--- config.mk ---
export PLATFORM = sky130hd
export DESIGN_NAME = pedal_sensor_plausibility_ramp_unit
export DESIGN_NICKNAME = d
export VERILOG_FILES = /design/src/hdl/pspr_pkg.sv /design/src/hdl/pedal_sensor_plausibility_ramp_unit.sv
export SDC_FILE = /design/constraint.sdc
export NUM_CORES = 1
export LEC_CHECK = 0
export BUFFER_PORTS_ARGS = -buffer_cell sky130_fd_sc_hd__buf_2
export CAP_MARGIN = 20
export CORE_MARGIN = 3
export CORE_UTILIZATION = 55
export DETAILED_ROUTE_END_ITERATION = 8
export PLACE_DENSITY_LB_ADDON = 0.12
export SLEW_MARGIN = 40
export SYNTH_ARGS = -nofsm -noshare
export SYNTH_HDL_FRONTEND = slang
export SYNTH_SLANG_ARGS = --single-unit
--- constraint.sdc ---
create_clock -name aclk -period 9.25 [get_ports aclk]
set_input_delay 0.4625 -clock aclk [delete_from_list [all_inputs] [get_ports aclk]]
set_output_delay 0.4625 -clock aclk [all_outputs]
set_load 0.02 [all_outputs]
--- src/hdl/pspr_pkg.sv ---
// Shared types and constants for the pedal sensor plausibility and ramp block.
// No dependencies; imported by the top level and its checker.
package pspr_pkg;

    localparam int SAMPLE_W  = 16;
    localparam int TIME_W    = 32;
    localparam int PCT_W     = 7;
    localparam int LIMIT_W   = 16;
    localparam int STEP_W    = 8;
    localparam int LEVEL_W   = SAMPLE_W + 1;   // half-unit torque level
    localparam int PROD_W    = 23;             // holds 100 * diff and pct * max
    localparam int CFG_IDX_W = 2;
    localparam int CFG_DAT_W = 16;

    typedef logic [SAMPLE_W-1:0]  sample_t;
    typedef logic [TIME_W-1:0]    stamp_t;
    typedef logic [LEVEL_W-1:0]   level_t;
    typedef logic [PROD_W-1:0]    prod_t;
    typedef logic [CFG_IDX_W-1:0] cfg_idx_t;
    typedef logic [CFG_DAT_W-1:0] cfg_dat_t;

    // Configuration register indexes
    localparam cfg_idx_t REG_MISMATCH_PCT = 2'd0;
    localparam cfg_idx_t REG_FAULT_TIME   = 2'd1;
    localparam cfg_idx_t REG_RAMP_STEP    = 2'd2;

    // Register reset values
    localparam logic [PCT_W-1:0]   PCT_RST   = 7'd10;
    localparam logic [LIMIT_W-1:0] LIMIT_RST = 16'd100;
    localparam logic [STEP_W-1:0]  STEP_RST  = 8'd1;

endpackage

--- src/hdl/pedal_sensor_plausibility_ramp_unit.sv ---
// Top level of the pedal sensor plausibility check with torque ramp.
// Depends on pspr_pkg for widths, register indexes and reset values.

// Each transfer on the s_ channel carries two redundant pedal sensor samples
// and a millisecond timestamp; each produces exactly one transfer on the m_
// channel with the torque command and a fault flag. The block takes one item
// per clock cycle when the m_ side keeps m_ready high. An item sits in the
// input register after its input transfer and moves to the result register
// at the first edge at which that register is free or being emptied, which
// raises m_valid; the result transfer can follow from there.
// The figure of one item per cycle is set by the state update loop:
// the mismatch compare (a 7 x 16 multiply against 100 times the difference),
// the elapsed-time compare and the ramp add all settle in the one cycle in
// which an item moves from the input register to the result register, and
// the mismatch-run and torque-level state is written at that same edge. When
// the result register is full and not taken, the input register holds its
// item and s_ready drops only once both are occupied. Configuration writes
// land at once through cfg_wen; write them only while no item is in flight.
// A sensor pair is a mismatch when 100 * |a - b| > mismatch_percent * max(a, b).
// A mismatch run that outlasts fault_time_ms (modulo 2^32 elapsed time) gives
// fault with zero torque and clears the level; otherwise the half-unit level
// moves toward twice the larger sample by at most ramp_step and its integer
// part is sent out.
module pedal_sensor_plausibility_ramp_unit (
    input  logic                 aclk,
    input  logic                 aresetn,
    // configuration
    input  logic                 cfg_wen,
    input  pspr_pkg::cfg_idx_t   cfg_index,
    input  pspr_pkg::cfg_dat_t   cfg_wdata,
    // input channel
    input  logic                 s_valid,
    output logic                 s_ready,
    input  pspr_pkg::sample_t    s_sensor_a,
    input  pspr_pkg::sample_t    s_sensor_b,
    input  pspr_pkg::stamp_t     s_now_ms,
    // result channel
    output logic                 m_valid,
    input  logic                 m_ready,
    output pspr_pkg::sample_t    m_torque_out,
    output logic                 m_fault
);
    import pspr_pkg::*;

    // configuration registers
    logic [PCT_W-1:0]   pct_reg;
    logic [LIMIT_W-1:0] limit_reg;
    logic [STEP_W-1:0]  step_reg;

    // input register: larger sample and difference are formed on the way in
    logic    in_valid_reg;
    sample_t hi_reg;
    sample_t diff_reg;
    stamp_t  now_reg;

    // block state
    logic    active_reg;
    stamp_t  start_reg;
    level_t  level_reg;

    // result register
    logic    out_valid_reg;
    sample_t torque_reg;
    logic    fault_reg;

    logic    advance;
    logic    s_fire;
    sample_t hi_next;
    sample_t diff_next;

    prod_t   diff_x100;
    prod_t   allowed;
    logic    mismatch;
    stamp_t  start_eff;
    stamp_t  elapsed;
    logic    fault_now;
    level_t  target;
    level_t  room;
    level_t  step_ext;
    level_t  delta;
    level_t  level_next;

    // -------------------------------------------------------------------
    // Handshake: advance the input item whenever the result slot is free
    // or being emptied; accept a new transfer whenever the input register
    // is empty or advancing.
    // -------------------------------------------------------------------
    assign advance = in_valid_reg && (!out_valid_reg || m_ready);
    assign s_ready = !in_valid_reg || advance;
    assign s_fire  = s_valid && s_ready;

    assign m_valid      = out_valid_reg;
    assign m_torque_out = torque_reg;
    assign m_fault      = fault_reg;

    // -------------------------------------------------------------------
    // Input side: larger sample and absolute difference
    // -------------------------------------------------------------------
    always_comb begin
        if (s_sensor_a > s_sensor_b) begin
            hi_next   = s_sensor_a;
            diff_next = s_sensor_a - s_sensor_b;
        end else begin
            hi_next   = s_sensor_b;
            diff_next = s_sensor_b - s_sensor_a;
        end
    end

    // -------------------------------------------------------------------
    // Plausibility check and ramp
    // -------------------------------------------------------------------
    always_comb begin
        // 100 * diff as shifts and adds: 64 + 32 + 4
        diff_x100 = (PROD_W'(diff_reg) << 6) + (PROD_W'(diff_reg) << 5)
                  + (PROD_W'(diff_reg) << 2);
        allowed   = PROD_W'(pct_reg) * PROD_W'(hi_reg);
        mismatch  = diff_x100 > allowed;

        // a fresh run starts at this sample, so its elapsed time is zero
        start_eff = active_reg ? start_reg : now_reg;
        elapsed   = now_reg - start_eff;
        fault_now = mismatch && (elapsed > TIME_W'(limit_reg));

        target    = {hi_reg, 1'b0};
        step_ext  = LEVEL_W'(step_reg);
        room      = (level_reg < target) ? (target - level_reg) : (level_reg - target);
        delta     = (step_ext < room) ? step_ext : room;

        if (fault_now) begin
            level_next = '0;
        end else if (level_reg < target) begin
            level_next = level_reg + delta;
        end else begin
            level_next = level_reg - delta;   // delta is zero on target
        end
    end

    // -------------------------------------------------------------------
    // Registers
    // -------------------------------------------------------------------
    always_ff @(posedge aclk) begin
        if (!aresetn) begin
            pct_reg       <= PCT_RST;
            limit_reg     <= LIMIT_RST;
            step_reg      <= STEP_RST;
            in_valid_reg  <= 1'b0;
            out_valid_reg <= 1'b0;
            active_reg    <= 1'b0;
            start_reg     <= '0;
            level_reg     <= '0;
        end else begin
            if (cfg_wen) begin
                unique case (cfg_index)
                    REG_MISMATCH_PCT: pct_reg   <= cfg_wdata[PCT_W-1:0];
                    REG_FAULT_TIME:   limit_reg <= cfg_wdata[LIMIT_W-1:0];
                    REG_RAMP_STEP:    step_reg  <= cfg_wdata[STEP_W-1:0];
                    default: ;        // unused index: drop the write
                endcase
            end

            if (s_ready) begin
                in_valid_reg <= s_valid;
            end

            if (advance) begin
                out_valid_reg <= 1'b1;
                active_reg    <= mismatch;
                if (mismatch && !active_reg) begin
                    start_reg <= now_reg;
                end
                level_reg     <= level_next;
            end else if (m_ready) begin
                out_valid_reg <= 1'b0;
            end
        end
    end

    // payload registers, no reset
    always_ff @(posedge aclk) begin
        if (s_fire) begin
            hi_reg   <= hi_next;
            diff_reg <= diff_next;
            now_reg  <= s_now_ms;
        end
        if (advance) begin
            // level is zero on fault, so its integer part is the torque
            torque_reg <= level_next[LEVEL_W-1:1];
            fault_reg  <= fault_now;
        end
    end

endmodule

==> metrics <==
RSZ-0062 raised after global routing no; chip height 184.2 um; Placement Rows 64; Setup-failing EPs final 0; total I/O pin count about 110; top area cells in the synthesized netlist sky130_fd_sc_hd__ha_1 15%, sky130_fd_sc_hd__edfxtp_1 14%, sky130_fd_sc_hd__fa_1 10%; peak per-stage delay on the critical path 550 ps; total wirelength of the detailed-routed design 41,020 um; Buffers & Inverters on Critical Path 3; pre-CTS WS 1016 ps; count of input and output buffers 105; top layer reached by signal wires met4; highest achievable clock rate between 100 and 150 MHz; count of max-cap constraint violations 0; Tightest Pin Transition 795.5 ps; via count of the first global-routing pass 13,974; critical path capture point type register; Setup Crit Path Kind reg2reg; most common flop cell mapped by yosys sky130_fd_sc_hd__dfxtp_1; Synth-to-Final Area Change 8.319%; Synth cell types 80; largest net degree at the start of global routing 85; mean post-synth cell area about 8.7 sq um; Mapped Area 0.01746 sq mm; worst setup path start hi_reg[0]$_DFFE_PP_; total negative slack for setup checks 0 ps; Met3 Wirelength between 1500 and 2000 um; area of all sequential standard cells a little over 0.004 sq mm; count of nets after finishing 2,461; proportion of netlist area held by the largest area contributor 0.1541; final number of max-transition violations 0; maximum net fanout on the critical path 13; total of cells resized after clock tree synthesis 0; overall die area roughly 0.034 sq mm; synthesized flop and latch total 164; Global Route Usage Sum 0.2468; library cell contributing the largest single delay on the critical path sky130_fd_sc_hd__edfxtp_1; drt first-iter violations 761; source of the worst register-to-register timing path hi_reg[0]$_DFFE_PP_; half-perimeter wire length after detailed placement roughly 32,000 um; Clock Path Buffers 2; width of the die 184.2 um; leakage power summed over all cells 0.008553 uW; routed vias/inst 5.712; met1 WL 19,100 um; sequential share of power 0.245; wire length per cell after detailed routing 16.53 um; critical path required time between 9000 and 10,000 ps; first-pass GRT wire length 68,420 um; proportion of power drawn by the clock network 0.187; area of the multi-input gates 0.01224 sq mm; number of synthesized flops with an enable pin just over 80; Max-Slew Margin vs Limit 0.4679; worst vdd ir 0.1560 mV; placer congestion estimate between 0.9 and 1; root buffer cell sky130_fd_sc_hd__clkbuf_16; Via Count between 10,000 and 15,000; share of the core filled with cells 0.6119; Clock Sink Count about 160; proportion of layout cells with a drive suffix above 1 0.08685; run status finished, final reports clean; cell internal pwr 2187 uW; filler cell count in the final layout roughly 2,800; Worst-Skew Late Latency around 460 ps; final worst path period share 0.8956; placed cell count 2,448; Worst Setup Start Kind register; Switching Share 0.4412; initial cell density of the core 0.5649; post-CTS setup buffer count 0; gate count of the mapped netlist 2,007; CTS tree done; reported net switching power ~1700 uW; Yosys warning count 0; number of antenna violations at the first check in global routing 2; share of async-settable or async-resettable flops after synthesis 0; cell accounting for the most synthesized area sky130_fd_sc_hd__ha_1; family with the most delay on the worst path compound AO/OA/AOI/OAI gates; clock transition at the registers of the reported paths 80 ps; DRT Pass-1 Iters 5; total number of H-tree levels 4; total congestion overflow 0; relative contribution of combinational cells to total power 0.569; worst clock skew 17.64 ps; Hold Violations, Final 0; Hold/Removal Path Class in2reg; remaining number of nets flagged by the antenna check after routing 0; final cell count without fillers approximately 2,500; data arrival time of the worst path 8650 ps; DRC violation count after routing 0; shortest clock period the worst path allows after layout 8285 ps; power density normalized to cell area 206.9 mW/mm^2; met2 wirelength from detailed routing 19,200 um; clock buffer count from CTS 17; Syn Nets 2,397; share of the yosys chip area belonging to registers 0.2345; core box area 0.03091 sq mm; worst hold slack 172.0 ps; worst-case setup margin in the final layout 965.5 ps; Hold-fix buffers, CTS 0; launch instance of the worst min-delay path s_now_ms[24]
## synthesized netlist by cell type, drive strengths merged, types with 4 or more instances
master,instances
and2,58
nand3b,6
a2111oi,4
or3,13
nor4,10
nand2,231
xor2,40
inv,229
a211oi,16
nand2b,15
a21boi,37
ha,215
o31ai,15
or4,5
o21ai,92
a31o,5
a211o,6
and3,20
edfxtp,81
nand4,18
clkbuf,52
nor2b,68
o2111ai,4
o311ai,5
a21o,42
fa,88
a21oi,108
buf,19
dfxtp,83
nor2,89
o21a,17
nand3,24
nor3,44
and4,4
xnor2,46
mux2,6
o21bai,15
a31oi,11
o211ai,18
mux2i,99
a221oi,7
## power groups by stage
stage	sequential (uW)	clock [uW]	combinational [uW]
after floorplan	943	0	1750
after global placement	972	0	2130
after detailed placement	975	0	2200
after CTS	960	742	2230
after global routing	973	771	2520
final	958	730	2220
## logic make-up (layout without fill, tap and decap cells)
family                   Yosys count  count (layout)  share of synthesized area
AO/OA/AOI/OAI                    432             432                     0.1638
XOR/XNOR                          87              87                    0.04450
adder cells (fa/ha/maj)          303             303                     0.2549
buffers and inverters            301             378                    0.06649
flip-flops                       164             164                     0.2345
multiplexers                     105             105                    0.06062
other                              0               2                          0
AND/OR/NAND/NOR                  615             615                     0.1752
## stage by stage
stage | power [uW] | area [sq um]
floorplan | 2689 | 17460
global placement | 3105 | 18290
detailed placement | 3178 | 18300
CTS | 3928 | 18910
global route | 4262 | 18910
finish | 3913 | 18910
## cell type report
cell class | instances | share of cell area
clock buffers | 17 | 0.02249
multi-input cells | 1542 | 0.6470
well taps | 396 | 0.02620
clock inverters | 15 | 0.009526
repair buffers | 116 | 0.03235
flip-flops and latches | 164 | 0.2165
diodes | 2 | 0.0002646
inverters | 230 | 0.04571
## layout by cell type, fill, tap and decap left out, drive strengths merged, types with 16 or more instances in the layout
| cell type | instances |
|---|---|
| inv | 236 |
| nand2 | 231 |
| ha | 215 |
| buf | 116 |
| a21oi | 108 |
| mux2i | 99 |
| o21ai | 92 |
| nor2 | 89 |
| fa | 88 |
| dfxtp | 83 |
| edfxtp | 81 |
| nor2b | 68 |
| and2 | 58 |
| xnor2 | 46 |
| nor3 | 44 |
| a21o | 42 |
| xor2 | 40 |
| a21boi | 37 |
| nand3 | 24 |
| and3 | 20 |
| o211ai | 18 |
| nand4 | 18 |
| o21a | 17 |
| clkbuf | 17 |
| a211oi | 16 |
## final timing paths
| path | to | slack (ps) | cells after the start |
|---|---|---|---|
| max | level_reg[16]$_SDFFE_PN0P_ | 970 | 33 |
| min | now_reg[24]$_DFFE_PP_ | 170 | 1 |
| max reg2reg | level_reg[16]$_SDFFE_PN0P_ | 970 | 33 |
| min reg2reg | limit_reg[11]$_SDFFE_PN0P_ | 470 | 2 |
## metal layers
layer | vias up | global-route usage
li1 | 7096 | -
met2 | 291 | 0.4067
met1 | 6739 | 0.3361
met5 | - | 0
met4 | 0 | 0.08013
met3 | 50 | 0.03592
Note: power is estimated with default switching activity, not from simulation.
